**src/rtl/text_mode_console_writer_top_assert.svh**
```systemverilog
// Assertion macros used by the console writer sequencer.
`ifndef TEXT_MODE_CONSOLE_WRITER_TOP_ASSERT_SVH
`define TEXT_MODE_CONSOLE_WRITER_TOP_ASSERT_SVH

// Check a property at every rising clock edge outside reset.
`define TMCW_ASSERT(label, prop, msg) \
	label: assert property (@(posedge clk) disable iff (!arst_n) (prop)) else $error(msg);

// Check that a condition is followed by another in the next cycle.
`define TMCW_ASSERT_NEXT(label, ante, cons, msg) \
	label: assert property (@(posedge clk) disable iff (!arst_n) (ante) |=> (cons)) else $error(msg);

`endif

```
**src/rtl/tmcw_pkg.sv**
```systemverilog
// Shared types and constants for the text-mode console writer.
`default_nettype none

package tmcw_pkg;

	localparam int CHAR_W    = 8;
	localparam int CELL_W    = 16;
	localparam int INDEX_W   = 11;
	localparam int ROW_OUT_W = 5;
	localparam int COL_OUT_W = 7;
	localparam int POS_OUT_W = 11;

	localparam logic [CHAR_W-1:0] CHAR_NEWLINE = 8'd10;
	localparam logic [CHAR_W-1:0] CHAR_RETURN  = 8'd13;
	localparam logic [CHAR_W-1:0] CHAR_SPACE   = 8'd32;
	localparam logic [CHAR_W-1:0] RESET_COLOR  = 8'd7;

	localparam logic CMD_PUT  = 1'b0;
	localparam logic CMD_READ = 1'b1;

	typedef struct packed {
		logic [ROW_OUT_W-1:0] cursor_row;
		logic [COL_OUT_W-1:0] cursor_column;
		logic [POS_OUT_W-1:0] cursor_position;
		logic [CELL_W-1:0]    cell_value;
	} result_t;

endpackage

`default_nettype wire

```
**src/rtl/tmcw_seq.sv**
```systemverilog
// Console sequencer: cursor, command decode, clear and scroll sweeps.
`default_nettype none
`include "text_mode_console_writer_top_assert.svh"

module tmcw_seq #(
	parameter  int SCREEN_COLUMNS = 80,
	parameter  int SCREEN_ROWS    = 25,
	localparam int CELL_COUNT     = SCREEN_COLUMNS * SCREEN_ROWS,
	localparam int AW             = $clog2(CELL_COUNT)
) (
	input  wire logic                         clk,
	input  wire logic                         arst_n,
	input  wire logic [tmcw_pkg::CHAR_W-1:0]  text_color,
	input  wire logic                         item_valid,
	output      logic                         item_ready,
	input  wire logic                         cmd,
	input  wire logic [tmcw_pkg::CHAR_W-1:0]  char_code,
	input  wire logic [tmcw_pkg::INDEX_W-1:0] cell_index,
	input  wire logic                         result_room,
	output      logic                         result_load,
	output      tmcw_pkg::result_t            result,
	output      logic                         ram_we,
	output      logic [AW-1:0]                ram_waddr,
	output      logic [tmcw_pkg::CELL_W-1:0]  ram_wdata,
	output      logic                         ram_re,
	output      logic [AW-1:0]                ram_raddr,
	input  wire logic [tmcw_pkg::CELL_W-1:0]  ram_rdata
);

	localparam int RW  = $clog2(SCREEN_ROWS);
	localparam int CLW = $clog2(SCREEN_COLUMNS);
	localparam int PW  = $clog2(CELL_COUNT);
	localparam int CW  = $clog2(CELL_COUNT + 1);

	localparam logic [CW-1:0]  CNT_COLS   = CW'(SCREEN_COLUMNS);
	localparam logic [CW-1:0]  CNT_CELLS  = CW'(CELL_COUNT);
	localparam logic [CW-1:0]  CNT_LAST   = CW'(CELL_COUNT - 1);
	localparam logic [CW-1:0]  CNT_BLANK  = CW'(CELL_COUNT - SCREEN_COLUMNS);
	localparam logic [RW-1:0]  ROW_LAST   = RW'(SCREEN_ROWS - 1);
	localparam logic [CLW-1:0] COL_LAST   = CLW'(SCREEN_COLUMNS - 1);
	localparam logic [PW-1:0]  POS_BOTTOM = PW'(CELL_COUNT - SCREEN_COLUMNS);
	localparam logic [PW-1:0]  POS_COLS   = PW'(SCREEN_COLUMNS);

	typedef enum logic [2:0] {
		ST_CLEAR,
		ST_IDLE,
		ST_READ,
		ST_COPY,
		ST_BLANK,
		ST_FINISH
	} state_t;

	state_t               state_q;
	logic [CW-1:0]        cnt_q;
	logic [RW-1:0]        row_q;
	logic [CLW-1:0]       col_q;
	logic [PW-1:0]        pos_q;
	logic                 is_read_q;
	logic                 in_range_q;
	logic                 valid_s1;
	logic [AW-1:0]        waddr_s1;

	logic                 accept;
	logic                 in_range;
	logic                 printable;
	logic [RW-1:0]        nx_row;
	logic [CLW-1:0]       nx_col;
	logic [PW-1:0]        nx_pos;
	logic                 nx_scroll;
	logic                 cursor_ok;

	assign item_ready  = (state_q == ST_IDLE);
	assign accept      = item_valid && item_ready;
	assign in_range    = 32'(cell_index) < CELL_COUNT;
	assign printable   = (char_code != tmcw_pkg::CHAR_NEWLINE) &&
		(char_code != tmcw_pkg::CHAR_RETURN);
	assign result_load = (state_q == ST_FINISH) && result_room;

	// cursor after a put; the linear position follows by adds and subtracts alone
	always_comb begin
		nx_row    = row_q;
		nx_col    = col_q;
		nx_pos    = pos_q;
		nx_scroll = 1'b0;
		if (char_code == tmcw_pkg::CHAR_RETURN) begin
			nx_col = '0;
			nx_pos = pos_q - PW'(col_q);
		end else if (char_code == tmcw_pkg::CHAR_NEWLINE || col_q == COL_LAST) begin
			nx_col = '0;
			if (row_q == ROW_LAST) begin
				nx_scroll = 1'b1;
				nx_pos    = POS_BOTTOM;
			end else begin
				nx_row = row_q + RW'(1);
				nx_pos = pos_q - PW'(col_q) + POS_COLS;
			end
		end else begin
			nx_col = col_q + CLW'(1);
			nx_pos = pos_q + PW'(1);
		end
	end

	// memory port steering per state
	always_comb begin
		ram_we    = 1'b0;
		ram_waddr = '0;
		ram_wdata = '0;
		ram_re    = 1'b0;
		ram_raddr = '0;
		case (state_q)
			ST_CLEAR: begin
				ram_we    = 1'b1;
				ram_waddr = AW'(cnt_q);
				ram_wdata = {tmcw_pkg::RESET_COLOR, tmcw_pkg::CHAR_SPACE};
			end
			ST_IDLE: begin
				if (accept && cmd == tmcw_pkg::CMD_READ) begin
					ram_re    = in_range;
					ram_raddr = AW'(cell_index);
				end else if (accept && printable) begin
					ram_we    = 1'b1;
					ram_waddr = AW'(pos_q);
					ram_wdata = {text_color, char_code};
				end
			end
			ST_COPY: begin
				ram_we    = valid_s1;
				ram_waddr = waddr_s1;
				ram_wdata = ram_rdata;
				if (cnt_q != CNT_CELLS) begin
					ram_re    = 1'b1;
					ram_raddr = AW'(cnt_q);
				end
			end
			ST_BLANK: begin
				ram_we    = 1'b1;
				ram_waddr = AW'(cnt_q);
				ram_wdata = {text_color, tmcw_pkg::CHAR_SPACE};
			end
			default: begin
			end
		endcase
	end

	always_comb begin
		result.cursor_row      = tmcw_pkg::ROW_OUT_W'(row_q);
		result.cursor_column   = tmcw_pkg::COL_OUT_W'(col_q);
		result.cursor_position = tmcw_pkg::POS_OUT_W'(pos_q);
		result.cell_value      = (is_read_q && in_range_q) ? ram_rdata : '0;
	end

	always_ff @(posedge clk or negedge arst_n) begin
		if (!arst_n) begin
			state_q    <= ST_CLEAR;
			cnt_q      <= '0;
			row_q      <= '0;
			col_q      <= '0;
			pos_q      <= '0;
			is_read_q  <= 1'b0;
			in_range_q <= 1'b0;
			valid_s1   <= 1'b0;
			waddr_s1   <= '0;
		end else begin
			case (state_q)
				ST_CLEAR: begin
					cnt_q <= cnt_q + CW'(1);
					if (cnt_q == CNT_LAST) begin
						cnt_q   <= '0;
						state_q <= ST_IDLE;
					end
				end
				ST_IDLE: begin
					if (accept) begin
						is_read_q  <= (cmd == tmcw_pkg::CMD_READ);
						in_range_q <= in_range;
						if (cmd == tmcw_pkg::CMD_READ) begin
							state_q <= ST_READ;
						end else begin
							row_q <= nx_row;
							col_q <= nx_col;
							pos_q <= nx_pos;
							if (nx_scroll) begin
								cnt_q   <= CNT_COLS;
								state_q <= ST_COPY;
							end else begin
								state_q <= ST_FINISH;
							end
						end
					end
				end
				ST_READ: begin
					state_q <= ST_FINISH;
				end
				ST_COPY: begin
					// each word read lands one row up on the next cycle
					valid_s1 <= (cnt_q != CNT_CELLS);
					waddr_s1 <= AW'(cnt_q - CNT_COLS);
					if (cnt_q != CNT_CELLS) begin
						cnt_q <= cnt_q + CW'(1);
					end else begin
						cnt_q   <= CNT_BLANK;
						state_q <= ST_BLANK;
					end
				end
				ST_BLANK: begin
					cnt_q <= cnt_q + CW'(1);
					if (cnt_q == CNT_LAST) begin
						state_q <= ST_FINISH;
					end
				end
				ST_FINISH: begin
					if (result_room) begin
						state_q <= ST_IDLE;
					end
				end
				default: begin
					state_q <= ST_IDLE;
				end
			endcase
		end
	end

	// row and column stay on the screen and in step with the linear position
	assign cursor_ok = (32'(row_q) < SCREEN_ROWS) && (32'(col_q) < SCREEN_COLUMNS) &&
		(32'(pos_q) == 32'(row_q) * SCREEN_COLUMNS + 32'(col_q));

	`TMCW_ASSERT(a_write_in_range, !ram_we || (32'(ram_waddr) < CELL_COUNT), "write off screen")
	`TMCW_ASSERT(a_cursor_consistent, cursor_ok, "cursor position out of step")
	`TMCW_ASSERT_NEXT(a_copy_pipe, (state_q == ST_COPY) && ram_re, valid_s1, "scroll word lost")
	`TMCW_ASSERT(a_read_no_write, !(accept && cmd) || !ram_we, "read command wrote the screen")

endmodule

`default_nettype wire

```
**config.mk**
```make
export PLATFORM = sky130hd
export DESIGN_NAME = tmcw_seq
export DESIGN_NICKNAME = d
export VERILOG_FILES = /design/src/rtl/tmcw_pkg.sv /design/src/rtl/tmcw_seq.sv
export VERILOG_INCLUDE_DIRS = /design/src /design/src/rtl
export SDC_FILE = /design/constraint.sdc
export NUM_CORES = 1
export LEC_CHECK = 0
export BUFFER_PORTS_ARGS = -buffer_cell sky130_fd_sc_hd__buf_2
export CAP_MARGIN = 20
export CORE_UTILIZATION = 40
export CTS_BUF_LIST = sky130_fd_sc_hd__clkbuf_4
export DETAILED_ROUTE_END_ITERATION = 7
export GPL_TIMING_DRIVEN = 0
export PLACE_DENSITY = 0.7
export SLEW_MARGIN = 10
export SYNTH_ARGS = -nofsm -noshare
export SYNTH_HDL_FRONTEND = slang
export SYNTH_SLANG_ARGS = --single-unit
```
**constraint.sdc**
```tcl
create_clock -name clk -period 3.42 [get_ports clk]
set_clock_uncertainty 0.2 [all_clocks]
set_input_delay 0.342 -clock clk [delete_from_list [all_inputs] [get_ports clk]]
set_output_delay 0.342 -clock clk [all_outputs]
set_load 0.02 [all_outputs]
```
**Word level (Yosys, flattened, before mapping)**

Index checks and enable logic that the tools add are counted.

- Flip-flop bits (word level): 51
- Output and inout bits: 81
- Logic and storage cells: 93

- Reductions and logical operators: 15
- Bitwise gates (word level): 3
- $add $sub $neg: 7
- Equality and inequality tests: 20
- Mux-type cells: 38
- $lt $le $gt $ge: 1

Operator list:

| operator | number |
|---|---|
| $mux W11 | 12 |
| $pmux W16 S4 | 1 |
| $mux W16 | 3 |
| $pmux W11 S4 | 1 |
| $pmux W11 S3 | 1 |
| $add A11 B1 Y11 const B | 2 |
| $pmux W11 S2 | 1 |
| $mux W3 | 7 |
| $pmux W3 S6 | 1 |
| $eq A8 B4 Y1 const B | 2 |
| $ne A8 B4 Y1 const B | 2 |
| $mux W7 | 2 |
| $add A11 B7 Y11 const B | 1 |
| $eq A11 B11 Y1 const B | 1 |
| $lt A11 B11 Y1 const B | 1 |
| $ne A11 B11 Y1 const B | 1 |
| $sub A11 B7 Y11 | 1 |
| $sub A11 B7 Y11 const B | 1 |
| $ne A2 B2 Y1 const B | 5 |
| $add A7 B1 Y7 const B | 1 |
| $eq A7 B7 Y1 const B | 1 |
| $mux W1 | 7 |
| $eq A3 B2 Y1 const B | 2 |
| $eq A3 B3 Y1 const B | 2 |
| other kinds (17) | 25 |

**Logic depth before layout (Yosys ltp)**

Gate-level depths: netlist (run 1).

- Depth after elaboration: 8
- Gate-level depth with buffers: 12
- Gate-level depth less buffers: 12

**Worst setup path after synthesis (run 1)**

OpenSTA, ideal clock, no wires.

- Path kind: register to register
- Start point: register pos_q[0]
- End point: register pos_q[10]
- Required time: 3.080 ns
- Slack: 0.312 ns
- Clock period less this slack: 3.108 ns
- Cell stages (with the launch flop): 13
- Buffers on the path: 0
- Arrival time: 2.768 ns
- Cells stage by stage: dfrtp_1 > inv_1 > ha_1 > fa_1 > nand2b_1 > a21oi_1 > nor2_1 > nor2_1 > ha_1 > inv_1 > a2111oi_0 > o41a_1 > o311ai_1

- Longest elaborated chain between the ends: 5

RTL lines:

| what | line | source |
|---|---|---|
| from (decl) | tmcw_seq.sv:57 | `logic [PW-1:0] pos_q;` |
| from (signal assigned) | tmcw_seq.sv:181 | `pos_q <= nx_pos;` |
| $sub A11 B7 Y11 | tmcw_seq.sv:87, tmcw_seq.sv:95 |  |
| $add A11 B7 Y11 | tmcw_seq.sv:95 | `nx_pos = pos_q - PW'(col_q) + POS_COLS;` |
| $mux W11 | tmcw_seq.sv:90 | `if (row_q == ROW_LAST) begin` |
| $mux W11 | tmcw_seq.sv:88 | `end else if (char_code == tmcw_pkg::CHAR_NEWLINE \|\| col_q == COL_LAST) begin` |
| $mux W11 * | tmcw_seq.sv:85 | `if (char_code == tmcw_pkg::CHAR_RETURN) begin` |

Mark *: on every way between the ends. The rest lies on a longest branch, timed or not.
A chain may end at the register's enable or synchronous reset.

**Worst setup path after layout (run 1)**

- Start point: register cnt_q[5]
- End point: output ram_raddr[0]

- Longest elaborated chain between the ends: 3

RTL lines:

| what | line | source |
|---|---|---|
| from (decl) | tmcw_seq.sv:54 | `logic [CW-1:0] cnt_q;` |
| from (signal assigned) | tmcw_seq.sv:166 | `cnt_q <= cnt_q + CW'(1);` |
| from (signal assigned) | tmcw_seq.sv:199 | `cnt_q <= cnt_q + CW'(1);` |
| from (signal assigned) | tmcw_seq.sv:206 | `cnt_q <= cnt_q + CW'(1);` |
| $ne A11 B11 Y1 | tmcw_seq.sv:130 | `if (cnt_q != CNT_CELLS) begin` |
| $mux W11 | tmcw_seq.sv:130 |  |
| $pmux W11 S2 | tmcw_seq.sv:110 | `case (state_q)` |
| to (decl) | tmcw_seq.sv:26 | `output logic [AW-1:0] ram_raddr,` |

Every way passes these cells.

==> out/metrics.csv, run 1 <==
metric,value,unit
vias in the first global route,4477,
initial antenna violation count,0,
CP max-delay cell,or4b_2,
post-placement cell area,5050,um^2
Worst Path Required,2.88,ns
largest net degree at the start of global routing,36,
Max-cap violations,0,
Worst-Margin Slew,0.798,ns
Root Driver,clkbuf_4,
share of layout cells above drive strength 1,0.243,
CP endpoint kind,primary output,
final hold viol count,0,
Overall Global Routing Usage,0.253,
htree depth,2,
register bit count reported by yosys,51,
Final setup viols,0,
"Cell Chain, Critical Path",inv_1 > ha_1 > nand2_1 > or4b_2 > and2_0 > buf_2 > a22o_1 > buf_2,
initial core utilization,0.411,
Syn-to-layout area delta,22.4,%
critical path startpoint category,flop,
final wirelength,14000,um
global route overflow,0,
ANT nets after route,0,
Routability Congestion,0.892,
Core ar.,10300,um^2
Finished Cell Area,5160,um^2
final worst slack,0.139,ns
Synth area leader,dfrtp_1,
"Top FF cell, synth",dfrtp_1,
pre-CTS setup slack,-0.105,ns
Final Critical Period,3.28,ns
Leak,2.61,nW
Clock Tree Buf Depth,2,
"FFs w/ async S/R, synth",1.00,
first-pass GRT wire length,22500,um
"most used cell, CP",buf_2,
Port Buffers,128,
CTS Sinks,51,
worst hold path type,primary input to flop,
Initial DRC Count,367,
CTS tree,built,
drt drc,0,
CP peak stage delay,0.61,ns
Unique masters post-synth,65,
CP Max Fanout,10,
Final TNS setup,0,ns
Avg Inst Size Synth,7.92,um^2
"Slew Viols, Final",0,
P per Cell Area,799,nW/um^2
Clock transition at path regs,0.17,ns
fin cells,803,
Top Ports,129,
maximum VDD drop,0.374,mV
fmax,305,MHz
Syn Nets,600,
Synth top area share,0.302,
ANT cells,0,
total iterations of the first detailed-routing run,5,
Die Span Y,105,um
Slew headroom,0.462,
largest cells by area after synthesis,"dfrtp_1 (30%), o21ai_0 (5.8%), nand2_1 (5.7%), ha_1 (5.3%), a22o_1 (5.2%)",
Hold WS,0.0232,ns
worst skew pair latency,0.40,ns
WL/cell,17.5,um
register area share after synthesis,0.302,
RSZ-0062 raised after global routing,false,
Gate Count Post-Synth,533,
status,completed,
Via density,5.94,
mapped cell area,4220,um^2
Die W,105,um
final-stage net count,733,
die footprint,11000,um^2
TritonCTS Buffers,5,
DP Wirelength,10700,um
CP arrival,2.74,ns
vias,4769,
Cells after DPL,798,
Setup Buffers After CTS,0,
number of cell rows,37,
number of flops mapped to enable cells by yosys,0,
critical path class,flop to primary output,
final worst-path cycle share,0.959,
synth warn,0,
[cell families after synthesis]
kind of cell / share of synthesized area
XOR/XNOR: 0.0477
AND/OR/NAND/NOR: 0.254
multiplexers: 0.00237
adder cells (fa/ha/maj): 0.0581
flip-flops: 0.302
AO/OA/AOI/OAI: 0.276
buffers and inverters: 0.0593
[power by group]
part,total [mW],switching [mW],internal [mW],leakage (nW)
clock,0.374,0.219,0.155,0.0432
sequential,1.07,0.281,0.793,0.639
combinational,2.68,1.69,0.990,1.93
total,4.13,2.19,1.94,2.61
[flip-flops by register name, summed over array words and instances (netlist names)]
name	count
state_q	3
row_q	5
in_range_q	1
waddr_s1	11
col_q	7
pos_q	11
valid_s1	1
cnt_q	11
is_read_q	1
[synth_stat cells (6+ instances only)]
library cell  count
o21a_1            6
nand2b_1          6
a222oi_1         11
a21o_1            8
ha_1             18
clkbuf_1         30
dfrtp_1          51
a22o_1           25
xor2_1            6
inv_1            30
a21oi_1          18
nand3_1          22
nand4_1          10
and3_1           29
xnor2_1          17
o21ai_0          49
o31ai_1           9
nand2_1          64
nor2_1           33
nor3_1           12
[metal layers]
layer	up-vias	track usage	part of all wire
li1	2240	-	-
met1	2277	0.341	0.43
met2	220	0.408	0.47
met3	32	0.0468	0.074
met4	0	0.0855	0.024
met5	-	0	0
[final timing paths]
kind,startpoint,to,slack [ns],cells after the start
worst max-delay path,cnt_q[5],ram_raddr[0],0.14,8
worst min-delay path,result_room,state_q[2],0.02,4
worst max register to register,pos_q[0],pos_q[10],0.18,12
worst min register to register,waddr_s1[8],waddr_s1[8],0.30,2
max in group asynchronous,arst_n,cnt_q[5],2.28,3
min in group asynchronous,arst_n,pos_q[4],0.19,2
[cells in the final DEF (no fill, tap or decap), types with 9 or more instances in the layout]
cell type  instances
nand4_1           10
o31ai_1            9
and3_1            29
xnor2_1           17
a21oi_1           18
ha_1              18
clkbuf_1          19
nand3_1           22
inv_1             30
nor2_1            32
o21ai_0           49
nand2_1           64
a22o_1            25
nor3_1            11
buf_2            131
dfrtp_1           48
a222oi_1          11
[critical path, delay by kind of cell (launching register included)]
kind | cells | cell delay, ns
adder cells (fa/ha/maj) | 1 | 0.17
flip-flops | 1 | 0.51
AO/OA/AOI/OAI | 1 | 0.20
buffers and inverters | 3 | 0.55
AND/OR/NAND/NOR | 3 | 0.92
[layout make-up]
type	instances	area, um^2
Buffer	30	138
Sequential cell	51	1280
Multi-Input combinational cell	418	2710
Clock inverter	3	42.5
Timing Repair Buffer	130	671
Tap cell	136	170
Inverter	30	113
Fill cell	1033	5110
Clock buffer	5	37.5
[timing repair]
action                                 in CTS  in global routing
pin swaps                                   0                  0
hold buffers                                1                  0
endpoints found under the hold margin      16                  0
setup endpoints to repair                  14                 28
resized for setup                           5                 21
[stage by stage]
step / power (mW) / utilization
after global routing: 4.44 / 0.503
after global placement: 3.60 / 0.490
final: 4.13 / 0.503
after floorplan: 2.88 / -
after detailed placement: 3.67 / 0.491
after CTS: 4.06 / 0.500
No activity file was read; power rests on OpenSTA's default activity.
==> run 2, diff against run 1 <==
--- a/config.mk
+++ b/config.mk
@@ -6,6 +6,7 @@
 export SDC_FILE = /design/constraint.sdc
 export NUM_CORES = 1
 export LEC_CHECK = 0
+export ABC_AREA = 1
 export BUFFER_PORTS_ARGS = -buffer_cell sky130_fd_sc_hd__buf_2
 export CAP_MARGIN = 20
 export CORE_UTILIZATION = 40
==> run 2 against run 1 <==
Net effect:
- synthesized cell count rose by 21%
- global-route usage shrank 1.4 points
- first-iteration DRC count is 29% lower
- hold slack improved by 0.13 ns
==> out/metrics.csv, run 2 <==
metric,value,unit
Leak,2.89,nW
vias in the first global route,4480,
Syn-to-layout area delta,21.7,%
r2r setup slk,0.46,ns
"commonest non-fill, non-tap cell in the layout",nand2_1,
Synth top area share,0.300,
Overall Global Routing Usage,0.239,
ANT nets after route,0,
Core ar.,10300,um^2
die footprint,11000,um^2
"most used cell, CP",inv_2,
synth warn,0,
worst hold path type,primary input to flop,
final wirelength,13100,um
area of the multi-input gates,2480,um^2
final hold viol count,0,
Critical R2R Capture,pos_q[8],
"Slew Viols, Final",0,
Final TNS setup,0,ns
r2r startpoint,pos_q[0],
Initial DRC Count,259,
first-pass GRT wire length,21500,um
Avg Inst Size Synth,6.61,um^2
Resized cells post-CTS,0,
register area share after synthesis,0.300,
number of fill cells,1049,
Setup Buffers After CTS,0,
"commonest cells after routing, fill and taps aside","nand2_1 (159), buf_2 (132), inv_1 (105)",
number of flops mapped to enable cells by yosys,0,
R2R depth,17,
CP arrival,2.53,ns
status,completed,
Hold WS,0.152,ns
Worst-Margin Slew,0.540,ns
Clock Tree Buf Depth,2,
worst hold path depth,4,
largest net degree at the start of global routing,36,
DP Wirelength,10500,um
register bit count reported by yosys,51,
Synth area leader,dfrtp_1,
Cells after DPL,908,
Unique masters post-synth,42,
WL/cell,14.3,um
drt drc,0,
register area,1280,um^2
Via density,5.16,
biggest regs,"cnt_q (11), pos_q (11), waddr_s1 (11)",
initial antenna violation count,0,
final worst-path cycle share,0.897,
critical path startpoint category,flop,
Slew headroom,0.640,
Syn Nets,710,
Hold Path Origin,cell_index[8],
Final setup viols,0,
htree depth,2,
Worst Path Required,2.88,ns
Die Span Y,105,um
critical path class,flop to primary output,
Max-cap violations,0,
most common cell in the synthesized netlist,nand2_1,
fin cells,917,
RSZ-0062 raised after global routing,false,
Gate Count Post-Synth,643,
Final Critical Period,3.07,ns
crit path launch,state_q[2],
total iterations of the first detailed-routing run,5,
Routability Congestion,0.906,
largest cells by area after synthesis,"dfrtp_1 (30%), nand2_1 (14%), inv_1 (9.3%), o21ai_0 (7.2%), ha_1 (5.3%)",
"top cells by count, synth","nand2_1 (159), inv_1 (105), o21ai_0 (61), nor2_1 (57), dfrtp_1 (51)",
"FFs w/ async S/R, synth",1.00,
Port Buffers,128,
vias,4730,
initial core utilization,0.411,
Die W,105,um
Top Ports,129,
Clock transition at path regs,0.18,ns
CP endpoint kind,primary output,
"Cell Chain, Critical Path",nor2_4 > nand2_4 > nor2_2 > inv_2 > nor2_4 > inv_2 > nor2_8 > nand2_4 > inv_2 > buf_4 > nand2_1 > o221ai_1 > buf_2,
P per Cell Area,894,nW/um^2
mapped cell area,4250,um^2
final-stage net count,847,
CP Max Fanout,10,
share of layout cells above drive strength 1,0.218,
CTS Hold Bufs,1,
CP max-delay cell,dfrtp_1,
ANT cells,0,
CP peak stage delay,0.46,ns
worst skew pair latency,0.40,ns
Root Driver,clkbuf_4,
maximum VDD drop,0.537,mV
TritonCTS Buffers,5,
"Top FF cell, synth",dfrtp_1,
fmax,326,MHz
Hold Path Sink,in_range_q,
CTS tree,built,
number of cell rows,37,
CTS Sinks,51,
global route overflow,0,
==> run 2: changes by cell type in the layout (fill, tap and decap cells not counted), moves of 20 or more <==
cell     before  now
and3_1       29    1
nand2_1      64  159
nor2_1       32   57
inv_1        30  105
a22o_1       25    0
nand3_1      22   42
==> run 2: metal layers <==
metal / share of wire / vias up / global-route usage
met5: 0 / - / 0
li1: - / 2367 / -
met4: 0.020 / 0 / 0.0634
met1: 0.45 / 2207 / 0.300
met3: 0.041 / 23 / 0.0281
met2: 0.49 / 133 / 0.432
==> run 2: worst max path at each step <==
stage               cells past startpoint      endpoint
finish                                 13  ram_waddr[2]
global route                           13  ram_waddr[2]
CTS                                    13  ram_waddr[2]
detailed placement                     17      pos_q[8]
global placement                       17      pos_q[8]
floorplan                              17      pos_q[8]
==> run 2: report_power, final <==
part	leakage [nW]	switching, mW	total, mW	internal, mW
combinational	2.20	2.13	3.18	1.05
clock	0.0432	0.222	0.377	0.155
sequential	0.646	0.249	1.06	0.815
total	2.89	2.60	4.62	2.02
==> run 2: area by class of cell <==
class,count,share of cell area
Buffer,15,0.0140
Clock buffer,5,0.00726
Clock inverter,3,0.00823
Inverter,112,0.0813
Multi-Input combinational cell,465,0.480
Sequential cell,51,0.247
Tap cell,136,0.0329
Timing Repair Buffer,130,0.130
==> run 2: kinds of logic after synthesis <==
logic type               after synthesis  share of synthesized area
flip-flops                            51                      0.300
AO/OA/AOI/OAI                        127                      0.170
AND/OR/NAND/NOR                      306                      0.329
XOR/XNOR                              13                     0.0268
adder cells (fa/ha/maj)               19                     0.0577
buffers and inverters                127                      0.116
==> run 2: per-stage QoR <==
| stage | util | worst slack [ns] | cell area (um^2) | power, mW |
|---|---|---|---|---|
| finish | 0.501 | 0.352 | 5170 | 4.62 |
| global route | 0.501 | 0.139 | 5170 | 5.07 |
| CTS | 0.501 | 0.326 | 5170 | 4.61 |
| detailed placement | 0.492 | 0.524 | 5080 | 4.22 |
| global placement | 0.490 | 0.554 | 5060 | 4.16 |
| floorplan | - | 0.727 | 4250 | 3.33 |
==> run 2: worst max-delay path, delay by kind of cell, from the launching register on <==
| family | cells | cell delay, ns |
|---|---|---|
| and+or+nand+nor | 7 | 0.92 |
| buffers and inverters | 5 | 0.63 |
| DFF | 1 | 0.46 |
| AOI/OAI and AO/OA | 1 | 0.11 |
==> run 3, diff against run 2 <==
--- a/config.mk
+++ b/config.mk
@@ -7,13 +7,13 @@
 export NUM_CORES = 1
 export LEC_CHECK = 0
 export ABC_AREA = 1
-export BUFFER_PORTS_ARGS = -buffer_cell sky130_fd_sc_hd__buf_2
+export BUFFER_PORTS_ARGS = -buffer_cell sky130_fd_sc_hd__buf_4
 export CAP_MARGIN = 20
 export CORE_UTILIZATION = 40
 export CTS_BUF_LIST = sky130_fd_sc_hd__clkbuf_4
 export DETAILED_ROUTE_END_ITERATION = 7
 export GPL_TIMING_DRIVEN = 0
-export PLACE_DENSITY = 0.7
+export PLACE_DENSITY_LB_ADDON = 0.05
 export SLEW_MARGIN = 10
 export SYNTH_ARGS = -nofsm -noshare
 export SYNTH_HDL_FRONTEND = slang
==> run 3 against run 2 <==
Net effect:
- sequential share of layout area fell by 1.5 points
- largest cell class unchanged
- die area did not move
- cell count fell by 0.11%
- power rose by 5.3%
- sequential power barely moved
- clock power rose by 17%
- sequential cell count did not move
==> out/metrics.csv, run 3 (synthesis results as in run 2) <==
metric,value,unit
status,completed,
Die Span Y,105,um
number of cell rows,37,
Clock transition at path regs,0.16,ns
CP Max Fanout,10,
"commonest cells after routing, fill and taps aside","nand2_1 (159), buf_4 (129), inv_1 (105)",
final wirelength,13200,um
Top Ports,129,
"commonest non-fill, non-tap cell in the layout",nand2_1,
total iterations of the first detailed-routing run,5,
"Slew Viols, Final",0,
ANT cells,0,
Worst-Margin Slew,0.667,ns
drt drc,0,
largest net degree at the start of global routing,52,
Final Critical Period,3.02,ns
fin cells,916,
final hold viol count,0,
Die W,105,um
DP Wirelength,10700,um
TritonCTS Buffers,5,
Root Driver,clkbuf_4,
critical path startpoint category,flop,
P per Cell Area,886,nW/um^2
htree depth,2,
Via density,5.07,
worst skew pair latency,0.39,ns
Resized cells post-CTS,0,
vias in the first global route,4554,
final-stage net count,846,
first-pass GRT wire length,22300,um
Slew headroom,0.555,
Overall Global Routing Usage,0.254,
RSZ-0062 raised after global routing,false,
Worst Path Required,2.88,ns
ANT nets after route,0,
Cells after DPL,907,
Core ar.,10300,um^2
Final setup viols,0,
share of layout cells above drive strength 1,0.218,
fmax,331,MHz
initial antenna violation count,0,
initial core utilization,0.411,
Initial DRC Count,195,
WL/cell,14.5,um
CTS tree,built,
biggest regs,"cnt_q (11), pos_q (11), waddr_s1 (11)",
critical path class,flop to primary output,
Routability Congestion,0.869,
Final TNS setup,0,ns
Max-cap violations,0,
final worst-path cycle share,0.884,
Setup Buffers After CTS,0,
vias,4647,
Clock Tree Buf Depth,2,
maximum VDD drop,0.490,mV
Leak,2.94,nW
CTS Sinks,51,
Port Buffers,128,
worst hold path type,primary input to flop,
CP endpoint kind,primary output,
number of fill cells,1069,
die footprint,11000,um^2
CTS Hold Bufs,1,
global route overflow,0,
Syn-to-layout area delta,29.3,%
CP arrival,2.48,ns
## run 3: worst paths after layout
check	end	start	slack, ns	cells past startpoint
worst max register to register	pos_q[8]	pos_q[0]	0.51	17
worst max-delay path	ram_waddr[1]	state_q[2]	0.40	13
worst min-delay path	in_range_q	cell_index[4]	0.14	4
max in group asynchronous	pos_q[9]	arst_n	2.28	2
worst min register to register	is_read_q	is_read_q	0.31	2
min in group asynchronous	in_range_q	arst_n	0.29	2
## run 3: layer usage
| metal | vias to the layer above | share of wire | wire [um] | GRT usage |
|---|---|---|---|---|
| met5 | - | 0 | 0 | 0 |
| met3 | 27 | 0.045 | 601 | 0.0256 |
| met4 | 0 | 0.027 | 363 | 0.0905 |
| met1 | 2142 | 0.43 | 5740 | 0.325 |
| li1 | 2362 | - | - | - |
| met2 | 116 | 0.49 | 6540 | 0.441 |
## run 3: where the power goes
group,internal [mW],switching (mW),total (mW)
Clock,0.227,0.215,0.442
Sequential,0.815,0.252,1.07
Combinational,1.21,2.14,3.36
Total,2.26,2.61,4.87
## run 3: final cells by class
cell class | instances | area, um^2 | area share
multi-input cells | 465 | 2480 | 0.451
flip-flops and latches | 51 | 1280 | 0.232
repair buffers | 129 | 971 | 0.177
inverters | 112 | 420 | 0.0765
well taps | 136 | 170 | 0.0310
plain buffers | 15 | 72.6 | 0.0132
clock inverters | 3 | 67.6 | 0.0123
clock buffers | 5 | 37.5 | 0.00683
## run 3: worst max-delay path, cell delays in order (launching register included)
cell and delay [ns]:
dfrtp_1 0.45, nor2_4 0.17, nand2_4 0.11, nor2_2 0.10, inv_2 0.08, nor2_4 0.11, inv_2 0.09, nor2_8 0.20
nand2_4 0.13, inv_2 0.09, buf_4 0.17, nand2_1 0.11, o221ai_1 0.10, buf_4 0.18
## run 3: metrics by stage
step | instance area, um^2 | power, mW | hold slack, ns | worst slack (ns) | utilization
finish | 5490 | 4.87 | 0.140 | 0.395 | 0.532
global route | 5490 | 5.36 | 0.189 | 0.164 | 0.532
CTS | 5490 | 4.88 | 0.135 | 0.361 | 0.532
detailed placement | 5380 | 4.42 | 0.233 | 0.527 | 0.521
global placement | 5380 | 4.38 | 0.229 | 0.516 | 0.521
floorplan | 4250 | 3.33 | -0.154 | 0.727 | -
